--- config.mk ---
export PLATFORM = sky130hd
export DESIGN_NAME = line_follow_pd_controller_core
export DESIGN_NICKNAME = d
export VERILOG_FILES = /design/src/hdl/lfpd_pkg.sv /design/src/hdl/lfpd_ctrl.sv /design/src/hdl/lfpd_datapath.sv /design/src/hdl/line_follow_pd_controller_core.sv
export SDC_FILE = /design/constraint.sdc
export NUM_CORES = 1
export LEC_CHECK = 0
export BUFFER_PORTS_ARGS = -buffer_cell sky130_fd_sc_hd__buf_2
export CAP_MARGIN = 20
export CORE_UTILIZATION = 30
export DETAILED_ROUTE_END_ITERATION = 6
export HOLD_SLACK_MARGIN = 0.15
export PLACE_DENSITY = 0.54
export SLEW_MARGIN = 10
export SYNTH_ARGS = -nofsm -noshare
export SYNTH_HDL_FRONTEND = slang
export SYNTH_SLANG_ARGS = --single-unit
--- constraint.sdc ---
create_clock -name clk -period 13.8 [get_ports clk]
set_input_delay 1.38 -clock clk [delete_from_list [all_inputs] [get_ports clk]]
set_output_delay 1.38 -clock clk [all_outputs]
set_load 0.01 [all_outputs]
--- src/hdl/lfpd_pkg.sv ---
// ----------------------------------------------------------------------------
// lfpd_pkg
// Types, codes and constants shared by the line follower PD controller.
// ----------------------------------------------------------------------------
package lfpd_pkg;

	// configuration register indexes
	typedef enum logic [2:0] {
		REG_CRUISE     = 3'd0,
		REG_PROP_GAIN  = 3'd1,
		REG_DERIV_GAIN = 3'd2,
		REG_ALPHA      = 3'd3,
		REG_TIMEOUT    = 3'd4
	} reg_idx_t;

	localparam int CFG_ADDR_W = 3;
	localparam int CFG_DATA_W = 10;

	localparam logic [4:0] RST_CRUISE     = 5'd8;
	localparam logic [3:0] RST_PROP_GAIN  = 4'd4;
	localparam logic [3:0] RST_DERIV_GAIN = 4'd3;
	localparam logic [7:0] RST_ALPHA      = 8'd180;
	localparam logic [9:0] RST_TIMEOUT    = 10'd100;

	localparam logic [4:0] SENS_ALL  = 5'h1F;
	localparam logic [4:0] SENS_NONE = 5'h00;
	localparam logic [9:0] LOST_MAX  = 10'h3FF;
	localparam logic [7:0] DIV10_RECIP = 8'd205;  // x/10 == (x*205)>>11 for x < 1024
	localparam int DIV10_SHIFT = 11;
	localparam logic [11:0] DUTY_MAX = 12'd4095;

	// internal speed width, holds +/-127 and base +/- turn
	localparam int SPD_W = 9;
	localparam int IN_DATA_W  = 8;
	localparam int OUT_DATA_W = 48;

	// output word layout
	localparam int OFS_LSPD   = 0;
	localparam int OFS_RSPD   = 6;
	localparam int OFS_LDIR   = 12;
	localparam int OFS_RDIR   = 14;
	localparam int OFS_LDUTY  = 16;
	localparam int OFS_RDUTY  = 28;
	localparam int OFS_HALTED = 40;

	typedef enum logic [1:0] {
		DIR_OFF = 2'd0,
		DIR_FWD = 2'd1,
		DIR_REV = 2'd2
	} dir_t;

	typedef enum logic [1:0] {
		SIGN_ZERO = 2'd0,
		SIGN_POS  = 2'd1,
		SIGN_NEG  = 2'd2
	} sign_t;

	typedef enum logic [2:0] {
		ST_IDLE,
		ST_DECODE,
		ST_MUL,
		ST_FILT,
		ST_GAIN,
		ST_SCALE,
		ST_MIX,
		ST_OUT
	} state_t;

	typedef struct packed {
		logic [4:0] cruise_spd;
		logic [3:0] prop_gain;
		logic [3:0] deriv_gain;
		logic [7:0] alpha;
		logic [9:0] lost_timeout;
	} cfg_t;

	typedef struct packed {
		logic ld_in;
		logic decode;
		logic mul;
		logic filt;
		logic gain;
		logic scale;
		logic mix;
		logic out_wr;
	} cmd_t;

	typedef struct packed {
		logic out_free;
	} status_t;

	// truncated mean of the active sensor weights
	function automatic logic signed [5:0] err_lut(input logic [4:0] s);
		logic signed [5:0] e;
		case (s)
			5'd1:  e = -6'sd20;
			5'd2:  e = -6'sd10;
			5'd3:  e = -6'sd15;
			5'd5:  e = -6'sd10;
			5'd6:  e = -6'sd5;
			5'd7:  e = -6'sd10;
			5'd8:  e = 6'sd10;
			5'd9:  e = -6'sd5;
			5'd11: e = -6'sd6;
			5'd12: e = 6'sd5;
			5'd13: e = -6'sd3;
			5'd15: e = -6'sd5;
			5'd16: e = 6'sd20;
			5'd18: e = 6'sd5;
			5'd19: e = -6'sd3;
			5'd20: e = 6'sd10;
			5'd22: e = 6'sd3;
			5'd23: e = -6'sd2;
			5'd24: e = 6'sd15;
			5'd25: e = 6'sd3;
			5'd26: e = 6'sd6;
			5'd28: e = 6'sd10;
			5'd29: e = 6'sd2;
			5'd30: e = 6'sd5;
			default: e = 6'sd0;
		endcase
		return e;
	endfunction

endpackage

--- src/hdl/lfpd_ctrl.sv ---
// ----------------------------------------------------------------------------
// lfpd_ctrl
// Sequencer: steps one sensor word through the datapath states.
// ----------------------------------------------------------------------------
module lfpd_ctrl (
	input  logic             clk,
	input  logic             arst_n,
	input  logic             s_axis_tvalid,
	output logic             s_axis_tready,
	input  lfpd_pkg::status_t st,
	output lfpd_pkg::cmd_t    cmd
);
	import lfpd_pkg::*;

	state_t state_q, state_n;

	always_ff @(posedge clk or negedge arst_n) begin
		if (!arst_n) begin
			state_q <= ST_IDLE;
		end else begin
			state_q <= state_n;
		end
	end

	always_comb begin
		state_n = state_q;
		unique case (state_q)
			ST_IDLE:   if (s_axis_tvalid) state_n = ST_DECODE;
			ST_DECODE: state_n = ST_MUL;
			ST_MUL:    state_n = ST_FILT;
			ST_FILT:   state_n = ST_GAIN;
			ST_GAIN:   state_n = ST_SCALE;
			ST_SCALE:  state_n = ST_MIX;
			ST_MIX:    state_n = ST_OUT;
			ST_OUT:    if (st.out_free) state_n = ST_IDLE;
			default:   state_n = ST_IDLE;
		endcase
	end

	always_comb begin
		cmd = '0;
		s_axis_tready = 1'b0;
		unique case (state_q)
			ST_IDLE: begin
				s_axis_tready = 1'b1;
				cmd.ld_in = s_axis_tvalid;
			end
			ST_DECODE: cmd.decode = 1'b1;
			ST_MUL:    cmd.mul = 1'b1;
			ST_FILT:   cmd.filt = 1'b1;
			ST_GAIN:   cmd.gain = 1'b1;
			ST_SCALE:  cmd.scale = 1'b1;
			ST_MIX:    cmd.mix = 1'b1;
			ST_OUT:    cmd.out_wr = st.out_free;
			default:   cmd = '0;
		endcase
	end

endmodule

--- src/hdl/lfpd_datapath.sv ---
// ----------------------------------------------------------------------------
// lfpd_datapath
// Error decode, derivative filter, PD gains, wheel mix, duty and output word.
// ----------------------------------------------------------------------------
module lfpd_datapath #(
	parameter int DUTY_FULL_SCALE = 4095,
	parameter int SPEED_LIMIT = 16
) (
	input  logic                               clk,
	input  logic                               arst_n,
	input  lfpd_pkg::cfg_t                     cfg,
	input  lfpd_pkg::cmd_t                     cmd,
	output lfpd_pkg::status_t                  st,
	input  logic [lfpd_pkg::IN_DATA_W-1:0]     s_axis_tdata,
	output logic                               m_axis_tvalid,
	input  logic                               m_axis_tready,
	output logic [lfpd_pkg::OUT_DATA_W-1:0]    m_axis_tdata
);
	import lfpd_pkg::*;

	localparam int MAG_W = $clog2(SPEED_LIMIT + 1);
	localparam logic signed [SPD_W-1:0] LIM_P = SPD_W'(SPEED_LIMIT);
	localparam logic signed [SPD_W-1:0] LIM_N = -SPD_W'(SPEED_LIMIT);

	// duty per speed magnitude, built at elaboration
	logic [11:0] duty_lut [SPEED_LIMIT+1];
	for (genvar g = 0; g <= SPEED_LIMIT; g++) begin : g_duty
		localparam longint DV = longint'(g) * DUTY_FULL_SCALE / SPEED_LIMIT;
		assign duty_lut[g] = (DV > 4095) ? DUTY_MAX : 12'(DV);
	end

	function automatic logic signed [SPD_W-1:0] clamp(input logic signed [SPD_W-1:0] v);
		if (v < LIM_N) return LIM_N;
		if (v > LIM_P) return LIM_P;
		return v;
	endfunction

	// state kept across words
	logic signed [5:0] prev_err_q;
	logic signed [6:0] sd_q;
	sign_t             last_sign_q;
	logic [9:0]        lost_cnt_q;
	logic              halt_q;

	// per-word working registers
	logic [4:0]         sens_q;
	logic signed [5:0]  err_q;
	logic signed [6:0]  raw_q;
	logic signed [15:0] prod_a_q;
	logic signed [16:0] prod_b_q;
	logic signed [6:0]  sd_new_q;
	logic signed [9:0]  pg_prod_q;
	logic signed [10:0] dg_prod_q;
	logic [15:0]        pm_q;
	logic [16:0]        dm_q;
	logic               p_neg_q, d_neg_q;
	logic signed [SPD_W-1:0] left_q, right_q;

	logic                    m_valid_q;
	logic [OUT_DATA_W-1:0]   m_data_q;

	logic signed [5:0]  err_w;
	logic signed [17:0] fsum_w, fshr_w, fadj_w;
	logic signed [9:0]  pmag_w;
	logic signed [10:0] dmag_w;
	logic signed [SPD_W-1:0] turn_w, base_w, left_w, right_w;
	logic [9:0]  lost_inc_w;
	logic        halt_now_w;
	logic signed [SPD_W-1:0] lmag_w, rmag_w;
	dir_t        ldir_w, rdir_w;

	assign err_w = err_lut(sens_q);

	// truncate-toward-zero divide by 256
	assign fsum_w = {{2{prod_a_q[15]}}, prod_a_q} + {prod_b_q[16], prod_b_q};
	assign fshr_w = fsum_w >>> 8;
	assign fadj_w = (fsum_w[17] && (fsum_w[7:0] != 8'd0)) ? fshr_w + 18'sd1 : fshr_w;

	assign pmag_w = pg_prod_q[9] ? -pg_prod_q : pg_prod_q;
	assign dmag_w = dg_prod_q[10] ? -dg_prod_q : dg_prod_q;

	always_comb begin
		logic signed [SPD_W-1:0] pq, dq;
		pq = SPD_W'(pm_q[15:DIV10_SHIFT]);
		dq = SPD_W'(dm_q[16:DIV10_SHIFT]);
		if (p_neg_q) pq = -pq;
		if (d_neg_q) dq = -dq;
		turn_w = pq + dq;
	end

	assign base_w     = SPD_W'(cfg.cruise_spd);
	assign lost_inc_w = (lost_cnt_q == LOST_MAX) ? lost_cnt_q : lost_cnt_q + 10'd1;
	assign halt_now_w = (lost_inc_w >= cfg.lost_timeout);

	always_comb begin
		left_w  = '0;
		right_w = '0;
		if (!halt_q) begin
			if (sens_q == SENS_ALL) begin
				left_w  = clamp(base_w);
				right_w = clamp(base_w);
			end else if (sens_q != SENS_NONE) begin
				left_w  = clamp(base_w + turn_w);
				right_w = clamp(base_w - turn_w);
			end else if (!halt_now_w) begin
				// pivot toward the side the line was last seen on
				case (last_sign_q)
					SIGN_NEG: begin
						left_w  = clamp(-SPD_W'(5));
						right_w = clamp(SPD_W'(8));
					end
					SIGN_POS: begin
						left_w  = clamp(SPD_W'(8));
						right_w = clamp(-SPD_W'(5));
					end
					default: begin
						left_w  = clamp(SPD_W'(4));
						right_w = clamp(SPD_W'(4));
					end
				endcase
			end
		end
	end

	always_ff @(posedge clk or negedge arst_n) begin
		if (!arst_n) begin
			prev_err_q  <= '0;
			sd_q        <= '0;
			last_sign_q <= SIGN_ZERO;
			lost_cnt_q  <= '0;
			halt_q      <= 1'b0;
		end else if (cmd.mix && !halt_q) begin
			if (sens_q == SENS_ALL) begin
				prev_err_q <= '0;
				sd_q       <= '0;
				lost_cnt_q <= '0;
			end else if (sens_q != SENS_NONE) begin
				prev_err_q <= err_q;
				sd_q       <= sd_new_q;
				lost_cnt_q <= '0;
				if (err_q > 6'sd0)
					last_sign_q <= SIGN_POS;
				else if (err_q < 6'sd0)
					last_sign_q <= SIGN_NEG;
				else
					last_sign_q <= SIGN_ZERO;
			end else begin
				lost_cnt_q <= lost_inc_w;
				if (halt_now_w) halt_q <= 1'b1;
			end
		end
	end

	always_ff @(posedge clk) begin
		if (cmd.ld_in) sens_q <= s_axis_tdata[4:0];
		if (cmd.decode) begin
			err_q <= err_w;
			raw_q <= {err_w[5], err_w} - {prev_err_q[5], prev_err_q};
		end
		if (cmd.mul) begin
			prod_a_q <= $signed({1'b0, cfg.alpha}) * sd_q;
			prod_b_q <= $signed({1'b0, 9'd256 - {1'b0, cfg.alpha}}) * raw_q;
		end
		if (cmd.filt) sd_new_q <= fadj_w[6:0];
		if (cmd.gain) begin
			pg_prod_q <= $signed({1'b0, cfg.prop_gain}) * err_q;
			dg_prod_q <= $signed({1'b0, cfg.deriv_gain}) * sd_new_q;
		end
		if (cmd.scale) begin
			pm_q    <= 16'(pmag_w[8:0]) * 16'(DIV10_RECIP);
			dm_q    <= 17'(dmag_w[9:0]) * 17'(DIV10_RECIP);
			p_neg_q <= pg_prod_q[9];
			d_neg_q <= dg_prod_q[10];
		end
		if (cmd.mix) begin
			left_q  <= left_w;
			right_q <= right_w;
		end
	end

	// output stage
	assign lmag_w = left_q[SPD_W-1] ? -left_q : left_q;
	assign rmag_w = right_q[SPD_W-1] ? -right_q : right_q;
	assign ldir_w = (left_q > 0) ? DIR_FWD : ((left_q < 0) ? DIR_REV : DIR_OFF);
	assign rdir_w = (right_q > 0) ? DIR_FWD : ((right_q < 0) ? DIR_REV : DIR_OFF);

	always_ff @(posedge clk or negedge arst_n) begin
		if (!arst_n) begin
			m_valid_q <= 1'b0;
		end else if (cmd.out_wr) begin
			m_valid_q <= 1'b1;
		end else if (m_axis_tready) begin
			m_valid_q <= 1'b0;
		end
	end

	always_ff @(posedge clk) begin
		if (cmd.out_wr) begin
			m_data_q <= {7'd0, halt_q,
				duty_lut[rmag_w[MAG_W-1:0]], duty_lut[lmag_w[MAG_W-1:0]],
				rdir_w, ldir_w, right_q[5:0], left_q[5:0]};
		end
	end

	assign st.out_free   = !m_valid_q || m_axis_tready;
	assign m_axis_tvalid = m_valid_q;
	assign m_axis_tdata  = m_data_q;

endmodule

--- src/hdl/line_follow_pd_controller_core.sv ---
// ----------------------------------------------------------------------------
// line_follow_pd_controller_core
// The sequencer steps each accepted sensor word through decode, filter multiply,
// filter divide, gain, divide-by-ten and mix, then writes it to the output register,
// which raises m_axis_tvalid. A new word is taken only once the last one is written.
// A finished word waits in the output register while the next one is taken in.
// Reset (arst_n low) clears filter state, lost count, halt and loads default config.
// ----------------------------------------------------------------------------
module line_follow_pd_controller_core #(
	parameter int DUTY_FULL_SCALE = 4095,
	parameter int SPEED_LIMIT = 16
) (
	input  logic                                clk,
	input  logic                                arst_n,
	input  logic                                s_axis_tvalid,
	output logic                                s_axis_tready,
	input  logic [lfpd_pkg::IN_DATA_W-1:0]      s_axis_tdata,  // [4:0] sensors
	output logic                                m_axis_tvalid,
	input  logic                                m_axis_tready,
	// [5:0] left_spd, [11:6] right_spd, [13:12] left_dir, [15:14] right_dir,
	// [27:16] left_duty, [39:28] right_duty, [40] halted
	output logic [lfpd_pkg::OUT_DATA_W-1:0]     m_axis_tdata,
	input  logic                                cfg_we,
	input  logic [lfpd_pkg::CFG_ADDR_W-1:0]     cfg_addr,
	input  logic [lfpd_pkg::CFG_DATA_W-1:0]     cfg_wdata
);
	import lfpd_pkg::*;

	cfg_t    cfg_q;
	cmd_t    cmd;
	status_t st;

	always_ff @(posedge clk or negedge arst_n) begin
		if (!arst_n) begin
			cfg_q.cruise_spd   <= RST_CRUISE;
			cfg_q.prop_gain    <= RST_PROP_GAIN;
			cfg_q.deriv_gain   <= RST_DERIV_GAIN;
			cfg_q.alpha        <= RST_ALPHA;
			cfg_q.lost_timeout <= RST_TIMEOUT;
		end else if (cfg_we) begin
			unique case (cfg_addr)
				REG_CRUISE:     cfg_q.cruise_spd   <= cfg_wdata[4:0];
				REG_PROP_GAIN:  cfg_q.prop_gain    <= cfg_wdata[3:0];
				REG_DERIV_GAIN: cfg_q.deriv_gain   <= cfg_wdata[3:0];
				REG_ALPHA:      cfg_q.alpha        <= cfg_wdata[7:0];
				REG_TIMEOUT:    cfg_q.lost_timeout <= cfg_wdata[9:0];
				default: ;
			endcase
		end
	end

	lfpd_ctrl u_ctrl (
		.clk          (clk),
		.arst_n       (arst_n),
		.s_axis_tvalid(s_axis_tvalid),
		.s_axis_tready(s_axis_tready),
		.st           (st),
		.cmd          (cmd)
	);

	lfpd_datapath #(
		.DUTY_FULL_SCALE(DUTY_FULL_SCALE),
		.SPEED_LIMIT    (SPEED_LIMIT)
	) u_dp (
		.clk          (clk),
		.arst_n       (arst_n),
		.cfg          (cfg_q),
		.cmd          (cmd),
		.st           (st),
		.s_axis_tdata (s_axis_tdata),
		.m_axis_tvalid(m_axis_tvalid),
		.m_axis_tready(m_axis_tready),
		.m_axis_tdata (m_axis_tdata)
	);

endmodule

-- Yosys cells after proc, flatten, opt, wreduce, memory -nomap -nowiden
Memories as Yosys holds them, arrays and structs flattened. A register that Yosys moved wholly into a read port is not among the register bits.
Index checks and enable logic that the tools add are counted.
- output and inout port bits: 50
- memories kept: 3
- input port bits: 26
- flip-flop bits (word level): 234
- word-level logic and storage cells: 190
- ROM bits: 960
- memory list (memory ; words ; bits a word ; rd ports ; clocked after memory_dff ; write ports ; line ; text):
    (no name shown) ; 32 ; 12 ; 1 ; 1 ; 0 ; lfpd_datapath.sv:200 ; duty_lut[rmag_w[MAG_W-1:0]], duty_lut[lmag_w[MAG_W-1:0]],
    (no name shown) ; 32 ; 12 ; 1 ; 1 ; 0 ; lfpd_datapath.sv:200 ;
    (no name shown) ; 32 ; 6 ; 1 ; 1 ; 0 ; lfpd_pkg.sv:95 ; case (s)
- magnitude comparators: 15
- mux-type cells: 82
- equal/unequal tests: 17
- add/subtract/negate cells: 14
- bitwise gates (word level): 4
- reductions and logical operators: 20
- multiply operators: 6
- operator list (cell ; number):
    two-way mux 9 bit ; 21
    two-way mux 12 bit ; 4
    two-way mux 10 bit ; 4
    two-way mux 1 bit ; 36
    case mux 9 bit (2 select lines) ; 2
    case mux 3 bit (8 select lines) ; 1
    two-way mux 7 bit ; 3
    adder 16 x 17 -> 18 bit ; 1
    > comparator 9 x 1 -> 1 bit (second input constant) ; 2
    > comparator 9 x 6 -> 1 bit (second input constant) ; 2
    < comparator 9 x 1 -> 1 bit (second input constant) ; 2
    < comparator 9 x 5 -> 1 bit (second input constant) ; 2
    multiplier 10 x 7 -> 17 bit ; 1
    multiplier 10 x 8 -> 17 bit (second input constant) ; 1
    multiplier 9 x 7 -> 16 bit ; 1
    multiplier 9 x 8 -> 16 bit (second input constant) ; 1
    equality test 3 bit (second input constant) ; 5
    two-way mux 5 bit ; 3
    AND reduction 2 bit ; 7
    equality test 3 x 2 -> 1 bit (second input constant) ; 4
    greater-or-equal comparator 6 bit (second input constant) ; 2
    two-way mux 6 bit ; 2
    NOT 5 -> 6 bit ; 2
    multiplier 5 x 7 -> 11 bit ; 1
    37 further kinds ; 48

-- Depth between registers and ports, before layout
Gate-level depths: netlist of the first run.
- word-level depth: 17
- depth in mapped cells: 22
- depth with buffers taken out: 21

-- By module
A second synthesis of the first run with hierarchy kept.
- cells, all modules: 1922
- area total of the unflattened synthesis: 19533.7 µm²
- by module, submodules not included (module ; area each (µm²) ; cells each ; sequential area each (µm²) ; times used):
    lfpd_datapath ; 18094.9 ; 1830 ; 4909.7 ; 1
    line_follow_pd_controller_core ; 1219.9 ; 68 ; 789.5 ; 1
    lfpd_ctrl ; 219.0 ; 24 ; 75.1 ; 1

-- Worst setup path after synthesis of the first run
OpenSTA, ideal clock, no wires.
- path kind: reg2reg
- start point: reg cfg_q[10] in the netlist's numbering
- end point: reg u_dp.prod_b_q[15] (data pin)
- data required time: 13.534 ns
- arrival: 5.163 ns
- stages on the path, launching flop included: 23
- setup time: 0.266 ns
- path slack: 8.371 ns
- path buffers: 1
- clock period less this slack: 5.429 ns
- path through: dfrtp_1 clkbuf_1 inv_1 ha_1 inv_1 or3_1 xor2_1 nand2_1 fa_1 fa_1 inv_1 fa_1 inv_1 fa_1 inv_1 ha_1 a21oi_1 nor2b_1 o21a_1 nor3_1 o31ai_1 o41ai_1 xnor2_1
- word-level cells in the longest chain between the ends: 2
- ends and longest elaborated chain (item ; line ; text):
    start: declaration ; line_follow_pd_controller_core.sv:29 ; cfg_t cfg_q;
    subtractor 9 x 8 -> 9 bit ; lfpd_datapath.sv:162 ; prod_b_q <= $signed({1'b0, 9'd256 - {1'b0, cfg.alpha}}) * raw_q;
    multiplier 10 x 7 -> 17 bit ; lfpd_datapath.sv:162 ;
    end signal: assignment ; lfpd_datapath.sv:162 ;
    end: declaration ; lfpd_datapath.sv:50 ; logic signed [16:0] prod_b_q;
Every way passes these cells.
A chain may end at the register's enable or synchronous reset.

-- Final worst setup path of the first run
Ends and elaborated chain as after synthesis.

==> results.yml, run 1 <==
outcome:
  status: "finished, final reports clean"
yosys:
  ys_seq_area_share_pct: 29.7
  ys_ff_latch: 204
  synth_top_cells_by_area: "edfxtp_1 (21%), ha_1 (18%), fa_1 (13%)"
  ys.flop_type: "edfxtp_1"
  synth.top_cell.area_share_pct: 21.2
  syn_area_sq_um: 19400
  synth_area_leader_cell: "edfxtp_1"
  ys_async_sr_fraction_pct: 29.9
  synth_area_per_cell_sq_um: 9.96
  synthDistinctLibCells: 81
  synth_edf_count: 137
  syn_inst: 1952
  yosys_warnings: 0
routing:
  firstDrtPassIters: 5
  via_per_inst: 4.67
  vias: 13400
  drc: 0
  drt_iter0_drc: 663
  wl_per_cell_microns: 14.4
  wl_mm: 41.3
  drt.antenna.violating_nets: 0
clocking:
  cts_tree: "yes"
  clk_latency_ns: 0.53
  post-cts-setup-buffer-count: 0
  cts_repair_resize_count: 0
  numCtsBuffers: 25
  cts-root-buf: "clkbuf_16"
  clockBufferDepth: 3
  htreeDepth: 1
  numClockSinks: 204
  hold_buffers: 0
  clkSlewWorstSetupHoldPaths_ns: 0.06
sta:
  max_slew.worst_pin.slew_ns: 1.00
  finalHoldViolCount: 0
  finalClockSkew_ns: 0.0119
  slew-limit-headroom_pct: 33.0
  max_freq_mhz: 158
  rsz0062_at_grt: "false"
  drv_slew: 0
  setup_tns_ns: 0
  setup_violations: 0
  fin_crit_sh_pct: 45.9
  min_period_ns: 6.34
grt:
  grt_util_met2_pct: 21.1
  grt_util_met3_pct: 2.04
  grt_usage_pct: 12.6
  grt_use_met1_pct: 17.1
  grt_max_degree: 62
  grt-busiest-layer: "met2"
  grt_pass1_wl_mm: 68.7
  grt_pass1_vias: 13600
  grt_antenna_before_repair: 1
  grt-ovfl-total: 0
cells_and_area:
  num-nets-final: 2445
  layout-drive-gt1-share_pct: 8.40
  num_antenna_cells: 0
  syn2layout_area_growth_pct: 10.7
  n_fill_cell: 6475
  final_area_sq_um: 21500
  utilization_pct: 33.9
run:
  max_cap_violations: 0
place:
  port_buffers: 65
  place_area_sq_um: 20600
  dp_hpwl_mm: 33.7
  gp_congestion: 0.818
floorplan:
  ioPinCount: 76
  die-area_sq_um: 65800
  num_rows: 92
  die_w_microns: 257
  start_util_pct: 30.6
  die_h_microns: 257
  core-area_sq_um: 63500
setup_path:
  crit_required_ns: 14.06
  cpMaxStageDelayCell: "dfrtp_1"
  crit_fanout: 17
  crit_chain: "inv_1 > ha_1 > inv_1 > or3_1 > xor2_1 > nand2_1 > fa_1 > fa_1 > inv_1 > fa_1 > inv_1 > fa_1 > inv_1 > ha_1 > a21oi_1 > nor2b_1 > o21a_1 > nor3_1 > o31ai_1 > o41ai_1 > xnor2_1"
  crit_family: "adder cells"
  worst_setup_path_end_kind: "register"
  cpMostUsedCell: "inv_1"
  cp_num_buf_inv: 5
  cp_slowest_stage_delay_ns: 0.59
  crit_arrival_ns: 6.60
  crit_type: "register to register"
  start_kind: "register"
worst_hold_path:
  hold_path.class: "register to register"
layout make-up:
cell class                      count  area [sq um]  area share, %
Sequential cell                   204          5770           26.8
Multi-Input combinational cell   1422         12400           57.5
Timing Repair Buffer               73           393           1.82
Clock buffer                       35           703           3.27
Clock inverter                     10           176          0.819
Tap cell                          846          1060           4.92
Inverter                          280          1050           4.88
per-layer routing:
layer / wire length (microns) / vias to the layer above
met3: 1520 / 41
li1: - / 6687
met5: 13 / -
met4: 665 / 2
met1: 19700 / 6501
met2: 19400 / 166
stage by stage:
stage               hold WS [ns]  setup slack (ns)  cells
finish                     0.449              7.46   2870
CTS                        0.451              7.51   2869
global route               0.463              7.01   2870
floorplan                  0.408              8.37   1958
global placement           0.434              7.67   2823
detailed placement         0.430              7.53   2824
kinds of logic after synthesis:
logic type	synth area share, %
AND/OR/NAND/NOR	13.8
AO/OA/AOI/OAI	10.0
multiplexers	2.18
XOR/XNOR	5.93
other	0.0193
buffers and inverters	6.83
adder cells (fa/ha/maj)	31.5
flip-flops	29.7
state kept, by name, summed over array words and instances (netlist names), 9 cells and up:
name,cells
cfg_q,31
u_dp.dg_prod_q,11
u_dp.left_q,9
u_dp.lost_cnt_q,10
u_dp.m_axis_tdata,27
u_dp.pg_prod_q,10
u_dp.prod_a_q,16
u_dp.prod_b_q,17
u_dp.right_q,9
worst reg2reg max path: cells and delay by family, from the launching register on:
kind,cells,cell delay [ns]
and+or+nand+nor,4,0.76
buffers and inverters,5,0.47
AOI/OAI and AO/OA,4,0.92
xor gates and xnor gates,2,0.71
adders and majority gates,6,2.62
DFF,1,0.59
cell usage after synthesis (all sizes together) (3+ instances only):
cell type    n
a22o         4
nor3b        3
a2111oi      4
buf         25
nand2b      23
xnor2       94
nor3        31
xor2        36
dfxtp        6
nor2b       28
nor4        11
a21oi       67
and3        10
nand3       35
nand2      170
o22ai        3
or3         12
o31a         8
ha         286
nor4bb       3
nand4        3
a21o        18
o21a        15
a21boi       4
mux2i       10
mux2        28
o311ai       4
or2          6
edfxtp     137
o31ai       22
inv        280
dfstp       11
and2       112
fa         127
nor2        77
o41ai        6
dfrtp       50
clkbuf      27
o21bai      11
a211oi      12
o211ai       9
o21ai       90
a31oi        3
worst paths after layout:
check                                 startpoint                        endpoint  slack [ns]  cells after the start
max                        cfg_q[10]$_DFFE_PN0P_     u_dp.prod_b_q[15]$_DFFE_PP_        7.46                     21
min                        u_dp.err_w[3]$_DFF_P_         u_dp.err_q[3]$_DFFE_PP_        0.45                      0
max reg2reg                cfg_q[10]$_DFFE_PN0P_     u_dp.prod_b_q[15]$_DFFE_PP_        7.46                     21
min reg2reg                u_dp.err_w[3]$_DFF_P_         u_dp.err_q[3]$_DFFE_PP_        0.45                      0
max in group asynchronous                 arst_n           cfg_q[22]$_DFFE_PN0P_       12.21                      2
min in group asynchronous                 arst_n  u_dp.m_axis_tvalid$_DFFE_PN0P_        1.02                      2
layout by cell type (no fill, tap or decap), drive strengths merged, types with 31 or more instances in the layout:
cell type,n
nand2,170
inv,280
fa,127
nand3,35
dfrtp,50
ha,286
a21oi,67
buf,73
nor3,31
xnor2,94
clkbuf,35
nor2,77
and2,112
o21ai,90
xor2,36
edfxtp,137
Power of run 1 is left out: the tool's default activity adds up to more than one toggle a clock period on the data nets, which glitch-free logic cannot reach.
==> run 2, diff against run 1 <==
Settings changed: PLACE_DENSITY 0.54 to 0.55.
Clock period 13.8 ns to 5.32 ns, I/O delays scaled along.
==> run 2 against run 1 <==
  * Critical path type unchanged
  * Sequential cell count unchanged
  * Critical path depth down 4
  * First-iteration DRC count up 11%
  * Utilization up 0.53 points
  * Non-clock buffer count up 32
==> results.yml, run 2 (same netlist as run 1, synthesis figures left out) <==
outcome:
  status: "finished, final reports clean"
setup_path:
  crit_type: "register to register"
  crit_arrival_ns: 5.41
  crit_fanout: 3
  r2r-end: "u_dp.prod_b_q[15]$_DFFE_PP_"
  crit_required_ns: 5.59
  r2r_setup_slack_ns: 0.18
  rr_startpoint: "cfg_q[14]$_DFFE_PN1P_"
  worst-r2r-cell-count: 17
  worst_setup_path_end_kind: "register"
  start_kind: "register"
clocking:
  cts_tree: "yes"
  htreeDepth: 1
  numCtsBuffers: 24
  clockBufferDepth: 3
  numClockSinks: 204
  hold_buffers: 0
  cts-root-buf: "clkbuf_16"
  clkSlewWorstSetupHoldPaths_ns: 0.06
  clk_latency_ns: 0.53
worst_hold_path:
  hold_path.class: "input pin to asynchronous set/reset pin"
cells_and_area:
  largest_register_ffs: 31
  layout.cells.non_filler: 2901
  mostFrequentLayoutCell: "ha_1"
  num-nets-final: 2476
  layout-drive-gt1-share_pct: 11.4
  largest-register: "cfg_q"
  most-common-layout-cells: "ha_1 (281), inv_1 (273), nand2_1 (169)"
  syn2layout_area_growth_pct: 12.5
  utilization_pct: 34.4
routing:
  drt.antenna.violating_nets: 0
  highest_layer: "met5"
  route.met2.wl_mm: 19.7
  drc: 0
  drt_iter0_drc: 737
  via_per_inst: 4.70
  wl_mm: 41.9
  firstDrtPassIters: 5
  wl_per_cell_microns: 14.5
  vias: 13600
  met3WireLength_mm: 1.92
  m1WireLength_mm: 19.7
floorplan:
  die-area_sq_um: 65800
  die_h_microns: 257
  num_rows: 92
  die_w_microns: 257
  ioPinCount: 76
  start_util_pct: 30.6
  core-area_sq_um: 63500
grt:
  grt_max_degree: 62
  grt_pass1_vias: 13900
  grt_usage_pct: 12.8
  grt-ovfl-total: 0
  grt_antenna_before_repair: 4
  grt_pass1_wl_mm: 70.1
sta:
  slew-limit-headroom_pct: 31.9
  finalClockSkew_ns: 0.00739
  rsz0062_at_grt: "true"
  drv_slew: 0
  min_period_ns: 5.14
  max_slew.worst_pin.slew_ns: 1.02
  fin_crit_sh_pct: 96.5
  setup_violations: 0
  finalHoldViolCount: 0
  max_freq_mhz: 195
place:
  dp.cells: 2852
  port_buffers: 65
  gp_congestion: 0.836
  dp_hpwl_mm: 33.9
run:
  max_cap_violations: 0
[run 2: cell type report]
| class | count | area [sq um] |
|---|---|---|
| inverters | 280 | 1050 |
| well taps | 846 | 1060 |
| flip-flops and latches | 204 | 5770 |
| clock buffers | 29 | 641 |
| fillers | 6430 | 41700 |
| multi-input cells | 1422 | 12600 |
| clock inverters | 14 | 144 |
| repair buffers | 105 | 633 |
| diodes | 1 | 2.50 |
[run 2: worst max-delay path, stage by stage, from the launching register on]
cell	delay, ns
dfstp_2	0.36
or3_4	0.40
or2_4	0.26
nor4_2	0.20
xnor2_1	0.18
and2_1	0.17
fa_1	0.45
fa_1	0.52
fa_1	0.55
inv_1	0.06
fa_1	0.52
inv_1	0.06
ha_4	0.24
o21a_1	0.13
nor3_2	0.24
o31ai_2	0.10
o41ai_2	0.31
xnor2_1	0.11
[run 2: metal layers]
| layer | up-vias | GRT usage [%] |
|---|---|---|
| met5 | - | 0 |
| met4 | 6 | 2.35 |
| met3 | 47 | 2.54 |
| met2 | 179 | 21.5 |
| met1 | 6636 | 17.2 |
| li1 | 6759 | - |
[run 2: how the worst max path moves through the flow]
stage                                  end  depth (start not counted)  slack [ns]             startpoint
6_report       u_dp.prod_b_q[15]$_DFFE_PP_                         17        0.18  cfg_q[14]$_DFFE_PN1P_
5_1_grt        u_dp.prod_b_q[16]$_DFFE_PP_                         19       -0.04  cfg_q[10]$_DFFE_PN0P_
4_1_cts        u_dp.prod_b_q[16]$_DFFE_PP_                         21       0.003  cfg_q[11]$_DFFE_PN0P_
3_5_place_dp   u_dp.prod_b_q[16]$_DFFE_PP_                         19       -0.06  cfg_q[12]$_DFFE_PN1P_
3_3_place_gp   u_dp.prod_b_q[16]$_DFFE_PP_                         21       -0.02  cfg_q[11]$_DFFE_PN0P_
2_1_floorplan  u_dp.prod_b_q[15]$_DFFE_PP_                         19        0.03  cfg_q[14]$_DFFE_PN1P_
[run 2: stage by stage]
step                      hold WS (ns)  setup TNS, ns  worst slack [ns]  instance area (sq um)
after floorplan                  0.236              0            0.0305                  19500
after global placement           0.432        -0.0184           -0.0184                  20900
after detailed placement         0.426        -0.0740           -0.0564                  20900
after CTS                        0.170              0           0.00305                  21700
after global routing             0.177        -0.0669           -0.0364                  21900
final                            0.151              0             0.184                  21900
[run 2: what timing repair did]
action | in CTS | in global routing
pin swaps | 2 | 23
setup endpoints to repair | 2 | 10
setup buffers | 0 | 4
gates resized for setup | 3 | 32
endpoints found under the hold margin | 0 | 0
Power of run 2 is left out for the same reason.
